[src/rtl/bpmt_pkg.sv]
package bpmt_pkg;

	// Default table depth
	localparam int ENTRIES_DEF = 16;

	// Command codes
	localparam logic [1:0] KIND_ADD    = 2'd0;
	localparam logic [1:0] KIND_REMOVE = 2'd1;
	localparam logic [1:0] KIND_CHECK  = 2'd2;

	typedef struct packed {
		logic [1:0]  kind;
		logic [63:0] space_root;
		logic [63:0] vaddr;
		logic [7:0]  bp_length;
		logic [2:0]  bp_type;
	} bpmt_cmd_t;

	typedef struct packed {
		logic       status;
		logic       hit;
		logic [7:0] hit_length;
		logic       space_new;
		logic       space_emptied;
	} bpmt_result_t;

	// Summary of one search pass over the table
	typedef struct packed {
		logic       key_found;
		logic [7:0] key_len;
		logic [2:0] key_type;
		logic       glob_found;
		logic [7:0] glob_len;
		logic [2:0] glob_type;
		logic       space_used;
		logic       space_other;
		logic       free_found;
	} bpmt_match_t;

	// Canonical form of a 48-bit virtual address
	function automatic logic [63:0] sext47(input logic [63:0] a);
		sext47 = {{16{a[47]}}, a[47:0]};
	endfunction

endpackage

[src/rtl/bpmt_match.sv]
module bpmt_match #(
	parameter int ENTRIES = bpmt_pkg::ENTRIES_DEF
) (
	input  logic [ENTRIES-1:0]       ent_valid,
	input  logic [ENTRIES-1:0][63:0] ent_space,
	input  logic [ENTRIES-1:0][63:0] ent_addr,
	input  logic [ENTRIES-1:0][7:0]  ent_len,
	input  logic [ENTRIES-1:0][2:0]  ent_type,
	input  logic [63:0]              space_root,
	input  logic [63:0]              key_addr,
	output logic [ENTRIES-1:0]       key_oh,
	output logic [ENTRIES-1:0]       free_oh,
	output bpmt_pkg::bpmt_match_t    info
);
	import bpmt_pkg::*;

	logic [ENTRIES-1:0] glob_m;
	logic [ENTRIES-1:0] space_m;
	logic [ENTRIES-1:0] free_v;

	// Compare every entry in parallel; keys are unique, so matches are one-hot
	always_comb begin
		for (int i = 0; i < ENTRIES; i++) begin
			space_m[i] = ent_valid[i] && (ent_space[i] == space_root);
			key_oh[i]  = space_m[i] && (ent_addr[i] == key_addr);
			glob_m[i]  = ent_valid[i] && (ent_space[i] == 64'd0) && (ent_addr[i] == key_addr);
		end
	end

	// Lowest free slot
	assign free_v  = ~ent_valid;
	assign free_oh = free_v & (~free_v + ENTRIES'(1));

	always_comb begin
		info = '0;
		for (int i = 0; i < ENTRIES; i++) begin
			info.key_len   = info.key_len   | ({8{key_oh[i]}} & ent_len[i]);
			info.key_type  = info.key_type  | ({3{key_oh[i]}} & ent_type[i]);
			info.glob_len  = info.glob_len  | ({8{glob_m[i]}} & ent_len[i]);
			info.glob_type = info.glob_type | ({3{glob_m[i]}} & ent_type[i]);
		end
		info.key_found   = |key_oh;
		info.glob_found  = |glob_m;
		info.space_used  = |space_m;
		info.space_other = |(space_m & ~key_oh);
		info.free_found  = |free_v;
	end

endmodule

[src/rtl/breakpoint_match_table_unit.sv]
// Breakpoint match table: add, remove and check requests against a flop-based table.
// A request taken at a clock edge goes through the request register, then the result register, to done.
// Throughput: one request per cycle; busy stays low, as every request completes in one pass.
// One pass is a parallel compare of all entries followed by the table and result registers.
// Reset (arst_n low) empties the table and drops any request in flight.
// The receiver cannot stall: each result is shown for exactly one cycle.
module breakpoint_match_table_unit #(
	parameter int ENTRIES = bpmt_pkg::ENTRIES_DEF
) (
	input  logic                   clk,
	input  logic                   arst_n,
	input  logic                   start,
	output logic                   busy,
	input  bpmt_pkg::bpmt_cmd_t    cmd,
	output logic                   done,
	output bpmt_pkg::bpmt_result_t result
);
	import bpmt_pkg::*;

	// Request register
	logic         vld_s1;
	bpmt_cmd_t    cmd_s1;

	// Table storage
	logic [ENTRIES-1:0]       valid_q;
	logic [ENTRIES-1:0][63:0] space_q;
	logic [ENTRIES-1:0][63:0] addr_q;
	logic [ENTRIES-1:0][7:0]  len_q;
	logic [ENTRIES-1:0][2:0]  type_q;

	// Result register
	logic         done_q;
	bpmt_result_t result_q;

	logic [63:0]        key_addr;
	logic [ENTRIES-1:0] key_oh;
	logic [ENTRIES-1:0] free_oh;
	bpmt_match_t        info;
	bpmt_result_t       result_d;
	logic               do_add;
	logic               do_rem;
	logic               sp_nz;
	logic [ENTRIES-1:0] wr_new;
	logic [ENTRIES-1:0] wr_upd;
	logic [ENTRIES-1:0] wr_del;

	// Never stalls: every request finishes in its single pass
	assign busy = 1'b0;

	// Hold the accepted request for the compare pass
	always_ff @(posedge clk or negedge arst_n) begin
		if (!arst_n) begin
			vld_s1 <= 1'b0;
		end else begin
			vld_s1 <= start;
		end
	end

	always_ff @(posedge clk) begin
		if (start) begin
			cmd_s1 <= cmd;
		end
	end

	// Add and remove work on the canonical address; a check uses it as given
	assign key_addr = (cmd_s1.kind == KIND_CHECK) ? cmd_s1.vaddr : sext47(cmd_s1.vaddr);
	assign sp_nz    = |cmd_s1.space_root;

	bpmt_match #(
		.ENTRIES(ENTRIES)
	) u_match (
		.ent_valid (valid_q),
		.ent_space (space_q),
		.ent_addr  (addr_q),
		.ent_len   (len_q),
		.ent_type  (type_q),
		.space_root(cmd_s1.space_root),
		.key_addr  (key_addr),
		.key_oh    (key_oh),
		.free_oh   (free_oh),
		.info      (info)
	);

	assign do_add = vld_s1 && (cmd_s1.kind == KIND_ADD);
	assign do_rem = vld_s1 && (cmd_s1.kind == KIND_REMOVE);

	// An add replaces the matching key in place, else claims the lowest free slot
	assign wr_new = {ENTRIES{do_add && !info.key_found}} & free_oh;
	assign wr_upd = {ENTRIES{do_add}} & (info.key_found ? key_oh : free_oh);
	assign wr_del = {ENTRIES{do_rem}} & key_oh;

	always_ff @(posedge clk or negedge arst_n) begin
		if (!arst_n) begin
			valid_q <= '0;
		end else begin
			valid_q <= (valid_q | wr_new) & ~wr_del;
		end
	end

	// Entry payload is only read through a valid match, so it needs no reset
	always_ff @(posedge clk) begin
		for (int i = 0; i < ENTRIES; i++) begin
			if (wr_new[i]) begin
				space_q[i] <= cmd_s1.space_root;
				addr_q[i]  <= key_addr;
			end
			if (wr_upd[i]) begin
				len_q[i]  <= cmd_s1.bp_length;
				type_q[i] <= cmd_s1.bp_type;
			end
		end
	end

	// Decode the request into its result; fields that do not apply stay zero
	always_comb begin
		result_d = '0;
		unique case (cmd_s1.kind)
			KIND_ADD: begin
				if (!info.key_found) begin
					if (info.free_found) begin
						result_d.space_new = sp_nz && !info.space_used;
					end else begin
						result_d.status = 1'b1;
					end
				end
			end
			KIND_REMOVE: begin
				result_d.space_emptied = info.key_found && sp_nz && !info.space_other;
			end
			KIND_CHECK: begin
				// Exact space first, then fall back to the global entry
				if (info.key_found && (info.key_type == cmd_s1.bp_type)) begin
					result_d.hit        = 1'b1;
					result_d.hit_length = info.key_len;
				end else if (info.glob_found && (info.glob_type == cmd_s1.bp_type)) begin
					result_d.hit        = 1'b1;
					result_d.hit_length = info.glob_len;
				end
			end
			default: begin
				result_d = '0;
			end
		endcase
	end

	always_ff @(posedge clk or negedge arst_n) begin
		if (!arst_n) begin
			done_q <= 1'b0;
		end else begin
			done_q <= vld_s1;
		end
	end

	always_ff @(posedge clk) begin
		if (vld_s1) begin
			result_q <= result_d;
		end
	end

	assign done   = done_q;
	assign result = result_q;

	// Keys stay unique, so at most one entry matches a given key
	a_key_unique: assert property (@(posedge clk) disable iff (!arst_n)
		vld_s1 |-> $onehot0(key_oh))
		else $error("more than one entry matches the request key");

	// Table full is reported only when every slot was taken
	a_full_all_valid: assert property (@(posedge clk) disable iff (!arst_n)
		(done && result.status) |-> $past(&valid_q))
		else $error("table full reported with a free slot");

	// A hit never comes with add or remove flags
	a_hit_exclusive: assert property (@(posedge clk) disable iff (!arst_n)
		(done && result.hit) |-> (!result.status && !result.space_new && !result.space_emptied))
		else $error("hit reported alongside add or remove flags");

	// No hit means no length
	a_miss_len_zero: assert property (@(posedge clk) disable iff (!arst_n)
		(done && !result.hit) |-> (result.hit_length == 8'd0))
		else $error("nonzero length without a hit");

	// A new space is flagged only when a free slot was filled
	a_new_space_fill: assert property (@(posedge clk) disable iff (!arst_n)
		(done && result.space_new) |-> ($countones(valid_q) == $countones($past(valid_q)) + 1))
		else $error("new space flagged without filling a slot");

endmodule

[config.mk]
export PLATFORM = sky130hd
export DESIGN_NAME = breakpoint_match_table_unit
export DESIGN_NICKNAME = d
export VERILOG_FILES = /design/src/rtl/bpmt_pkg.sv /design/src/rtl/bpmt_match.sv /design/src/rtl/breakpoint_match_table_unit.sv
export SDC_FILE = /design/constraint.sdc
export NUM_CORES = 2
export LEC_CHECK = 0
export ABC_CLOCK_PERIOD_IN_PS = 22500
export BUFFER_PORTS_ARGS = -buffer_cell sky130_fd_sc_hd__buf_2
export CAP_MARGIN = 20
export CORE_AREA = 2 2 444 446
export DETAILED_ROUTE_END_ITERATION = 7
export DIE_AREA = 0 0 446 448
export HOLD_SLACK_MARGIN = 0.03
export PLACE_DENSITY = 0.71
export SLEW_MARGIN = 20
export SYNTH_ARGS = -nofsm -noshare
export SYNTH_HDL_FRONTEND = slang
export SYNTH_SLANG_ARGS = --single-unit
export TNS_END_PERCENT = 1
[constraint.sdc]
create_clock -name clk -period 22.5 [get_ports clk]
set_input_delay 2.25 -clock clk [delete_from_list [all_inputs] [get_ports clk]]
set_output_delay 2.25 -clock clk [all_outputs]
set_load 0.02 [all_outputs]
# Word level (Yosys, flattened, before mapping)
# Cells that the tools add are included.
# op_classes
mux	5
add_sub_neg	1
n_reduce_logical	100
eq_ne	36
bitwise	137
# op_table
cell	n
$eq A64 B64 Y1	32
$logic_not A64 Y1	16
$and A8 B8 Y8	32
$or A8 B8 Y8	30
$and A16 B16 Y16	6
$and A3 B3 Y3	32
$or A3 B3 Y3	30
$reduce_or A16 Y1	5
$logic_and A1 B1 Y1	72
$mux W64	1
$not A16 Y16	4
$reduce_or A64 Y1	1
$mux W9	2
$reduce_or A18 Y1	1
$reduce_or A17 Y1	1
$add A16 B1 Y16 const B	1
$mux W16	1
$or A16 B16 Y16	1
$eq A3 B3 Y1	2
$logic_not A1 Y1	3
$eq A2 B1 Y1 const B	1
$eq A2 B2 Y1 const B	1
$logic_not A2 Y1	1
$not A1 Y1	2
$mux W1	1
# word_totals
in_bits	144
output_inout_bits	14
regBits	2395

# Logic depth before layout (Yosys ltp)
# logic_depth
depth_word	24
depth_mapped	17
ltp_nobuf	11

# Modules after synthesis
# A second synthesis with hierarchy kept.
# unflattened
hier_cells	6800
hier_area_um2	104885.6
# modules_own_cells
mod	cells_per_inst	seq_area_each_um2	n_inst	area_per_inst_um2
breakpoint_match_table_unit	2528	71828.9	1	72936.2
bpmt_match	4272	0.0	1	31949.4

# Worst setup path after synthesis
# No wires, ideal clock.
# synth_timing
kind	register -> register
startpoint	register cmd_s1[58] (netlist name)
endpoint	register addr_q[640] (netlist name) (enable)
setup_ns	0.772
required_ns	21.728
synth_period_minus_slack_ns	12.678
path_buffers	5
path_stages_with_launch	17
arrival_time_ns	11.906
setup_slack_ns	9.822
path_cell_list	edfxtp_1 -> buf_2 -> buf_4 -> buf_2 -> buf_2 -> buf_2 -> nor3_1 -> nand2_1 -> a21oi_1 -> o2111ai_1 -> nor2_1 -> and2_1 -> nor4_1 -> nand4b_1 -> nor2_1 -> nand3_1 -> nor3_1
# synth_via
elab_chain_cells	7
word_cells_on_any_way	37
cone_classes	eq/ne: 16; mux: 1; bitwise: 1; reduce/logical: 19
# synth_rtl
item	line_no	source
from (decl)	breakpoint_match_table_unit.sv:22	bpmt_cmd_t cmd_s1;
from (signal assigned)	breakpoint_match_table_unit.sv:61	cmd_s1 <= cmd;
$mux W64 *	breakpoint_match_table_unit.sv:66	assign key_addr = (cmd_s1.kind == KIND_CHECK) ? cmd_s1.vaddr : sext47(cmd_s1.vaddr);
$eq A64 B64 Y1	bpmt_match.sv:25	key_oh[i] = space_m[i] && (ent_addr[i] == key_addr);
$logic_and A1 B1 Y1	bpmt_match.sv:25	
$reduce_or A16 Y1 *	bpmt_match.sv:42	info.key_found = |key_oh;
$logic_not A1 Y1 *	n/a	
$logic_and A1 B1 Y1 *	breakpoint_match_table_unit.sv:88	assign wr_new = {ENTRIES{do_add && !info.key_found}} & free_oh;
$and A16 B16 Y16 *	breakpoint_match_table_unit.sv:88	
net wr_new[10]	breakpoint_match_table_unit.sv:43	logic [ENTRIES-1:0] wr_new;
to (signal, indexed assignment)	breakpoint_match_table_unit.sv:105	addr_q[i] <= key_addr;
to (decl)	breakpoint_match_table_unit.sv:27	logic [ENTRIES-1:0][63:0] addr_q;
# The timed path passes the listed nets; every way through them passes the cells marked *.
# A chain may end at the register's enable or synchronous reset.

# Final worst setup path
# layout_timing
startpoint	register cmd_s1[139] (netlist name)
endpoint	register addr_q[330] (netlist name) (enable)
# layout_via
elab_chain_cells	8
word_cells_on_any_way	40
cone_classes	eq/ne: 17; mux: 1; bitwise: 1; reduce/logical: 21
# layout_rtl
item	line_no
$eq A2 B2 Y1	breakpoint_match_table_unit.sv:66
$mux W64	breakpoint_match_table_unit.sv:66
$eq A64 B64 Y1	bpmt_match.sv:25
$logic_and A1 B1 Y1	bpmt_match.sv:25
$reduce_or A16 Y1	bpmt_match.sv:42
$logic_not A1 Y1	n/a
$logic_and A1 B1 Y1 *	breakpoint_match_table_unit.sv:88
$and A16 B16 Y16 *	breakpoint_match_table_unit.sv:88
net wr_new[5]	breakpoint_match_table_unit.sv:43
# Marks and branches as above.

==> flow_summary.json <==
{
  "cts_resized": 0,
  "drive_above_1_share": 0.112,
  "p_comb_frac": 0.095,
  "dp.final_hpwl_microns": 254000,
  "required_ns": 23.06,
  "syn_avg_cell_area_sq_um": 14.5,
  "gp_congestion": 1.02,
  "hp-class": "reg2reg",
  "num_vias": 74200,
  "p_sw_frac": 0.253,
  "relSlewSlack": 0.161,
  "final_common_cell": "edfxtp_1",
  "cts_buffers": 236,
  "hold_viol": 0,
  "finalCritPeriodShare": 0.372,
  "ff2ff_path_depth": 14,
  "multi_input_comb_area_sq_um": 33400,
  "period_needed_ns": 8.38,
  "r2r-end": "addr_q[330]",
  "port_buffers": 156,
  "io_pins": 158,
  "fmax_mhz": 119,
  "cts_sinks": 2395,
  "fin_nets": 7867,
  "grt_antenna_before_repair": 34,
  "core-area_sq_um": 195000,
  "clockRootBuffer": "clkbuf_16",
  "yosysTopAreaCellShare": 0.668,
  "firstDrtPassIters": 8,
  "synth_top_cell_by_area": "edfxtp_1",
  "ys_async_sr_fraction": 0.00752,
  "die-height_microns": 448,
  "cts_buffer_depth": 3,
  "synth_edf_count": 2377,
  "rsz0062_at_grt": "no",
  "grt_max_degree": 167,
  "timing.rr.start": "cmd_s1[139]",
  "vias_per_cell": 7.08,
  "finalSetupViolations": 0,
  "fillers": 14500,
  "clkPwrFrac": 0.399,
  "drc": 1,
  "cp_max_fo": 65,
  "clkLatencyLatePin_ns": 0.95,
  "tritoncts": "done",
  "post_cts_buffers": 0,
  "pwr-share-seq": 0.506,
  "netlist_instances": 7368,
  "grt_pass1_wl_microns": 542000,
  "area_delta_synth_final_pct": 12.1,
  "slew_violations": 0,
  "r2r_slack_ns": 14.12,
  "first_iter_violations": 13700,
  "tightest_slew_ns": 1.26,
  "synthFlopType": "edfxtp_1",
  "wl_per_cell_microns": 37.7,
  "path_class": "reg2reg",
  "start_util": 0.549,
  "syn-num-nets": 7512,
  "fin_worst_skew_ns": 0.110,
  "p_leak_nw": 36.1,
  "arrival_ns": 8.93,
  "syn_area_sq_um": 107000,
  "synth_area_leaders": "edfxtp_1 67%, xnor2_1 10%, xor2_1 4.1%, nor4_1 4.1%, nand4_1 2.8%",
  "setup_tns_ns": 0,
  "grt_pass1_vias": 69400,
  "ir_drop_uv": 90.7,
  "postCtsHoldBufs": 0,
  "antenna_left": 0,
  "synth-seq-area-share": 0.672,
  "status": "finished, violations left",
  "max-cap-violations": 0,
  "dieArea_sq_um": 200000,
  "fin_util": 0.616,
  "power.density_nw_per_um2": 84.4,
  "num_rows": 162,
  "endpoint": "addr_q[330]",
  "switchingPower_mw": 2.56,
  "clk_pin_slew_worst_paths_ns": 0.07,
  "cp-startpoint": "cmd_s1[139]",
  "crit_path_end_kind": "flip-flop",
  "start_kind": "flip-flop",
  "synth.distinct_cells": 88,
  "grt.overflow.total": 0,
  "p_int_mw": 7.55,
  "ys_ff_latch": 2395,
  "synth-warning-count": 0,
  "routed_wl_microns": 395000,
  "mostFrequentLayoutCells": "2377 x edfxtp_1, 1251 x xnor2_1, 676 x nor4_1, 505 x xor2_1, 474 x nand4_1",
  "min_path_cells": 1,
  "die_x_microns": 446,
  "htreeDepth": 4,
  "area.sequential_sq_um": 71800,
  "violations": "DRC",
  "grt_use_total": 0.390
}
critical path: stages (launching register included):
cell and delay [ns]:
edfxtp_1 0.54, nand2b_4 0.51, buf_4 0.70, nand2_1 0.89
a21oi_1 0.35, a2111oi_0 0.12, nand2_1 0.40, o32ai_1 0.19
nor4_1 0.23, nand4b_1 0.54, nor2_1 0.93, nand2_1 0.66
nor2_4 0.21, buf_4 0.69, buf_4 0.82
layer usage:
layer | vias up | global-route usage | wire length (microns)
met5 | - | 0.00241 | 162
met4 | 18 | 0.203 | 24800
met3 | 1192 | 0.0983 | 55000
met2 | 6384 | 0.564 | 168000
met1 | 37100 | 0.547 | 147000
li1 | 29500 | - | -
Yosys cell counts, types with 86 or more instances:
cell / instances
edfxtp_1: 2377
xnor2_1: 1251
nor4_1: 705
xor2_1: 505
nand4_1: 474
buf_2: 181
nand2b_1: 156
nor3_1: 148
nand2_1: 142
nand3_1: 141
inv_1: 139
nor2_1: 116
clkbuf_1: 86
kinds of logic after synthesis:
group                     Yosys count  share of synthesized area
AOI/OAI and AO/OA                 589                     0.0436
buffers and inverters             468                     0.0194
xor gates and xnor gates         1756                      0.144
muxes                              22                    0.00218
DFF                              2395                      0.672
and+or+nand+nor                  2137                      0.119
other                               1                  0.0000351
stage by stage:
stage | cell area, sq um | hold slack (ns) | instances | power, mW | setup slack [ns]
after floorplan | 107000 | 0.568 | 7368 | 5.70 | 9.82
after global placement | 112000 | 0.680 | 10000 | 6.12 | 14.71
after detailed placement | 112000 | 0.671 | 10000 | 6.14 | 14.48
after CTS | 120000 | 0.679 | 10500 | 10.1 | 14.49
after global routing | 120000 | 0.703 | 10500 | 10.3 | 13.95
final | 120000 | 0.659 | 10500 | 10.1 | 14.12
flip-flops by register name, summed over array words and instances, names as in the netlist:
| name | cells |
|---|---|
| len_q | 128 |
| cmd_s1 | 141 |
| addr_q | 1024 |
| valid_q | 16 |
| done | 1 |
| type_q | 48 |
| result | 12 |
| space_q | 1024 |
| vld_s1 | 1 |
worst min-delay path by stage:
stage	startpoint	endpoint	slack (ns)
5_1_grt	cmd_s1[45]	addr_q[354]	0.70
3_3_place_gp	cmd_s1[45]	addr_q[34]	0.68
4_1_cts	len_q[26]	result[4]	0.68
2_1_floorplan	valid_q[2]	valid_q[2]	0.57
6_report	cmd_s1[45]	addr_q[354]	0.66
3_5_place_dp	len_q[26]	result[4]	0.67
power groups by stage:
stage	clock, mW	combinational [mW]	sequential (mW)
floorplan	0	0.467	5.23
global placement	0	0.915	5.21
detailed placement	0	0.926	5.21
CTS	4.05	0.930	5.12
global route	4.21	0.980	5.12
finish	4.03	0.963	5.12
cell type report:
| cell class | instances | share of cell area |
|---|---|---|
| Clock inverter | 156 | 0.0148 |
| Clock buffer | 284 | 0.0510 |
| Antenna cell | 10 | 0.000209 |
| Tap cell | 2542 | 0.0265 |
| Inverter | 147 | 0.00460 |
| Multi-Input combinational cell | 4505 | 0.279 |
| Timing Repair Buffer | 438 | 0.0246 |
| Sequential cell | 2395 | 0.599 |
Note: power is estimated with default switching activity, not from simulation.
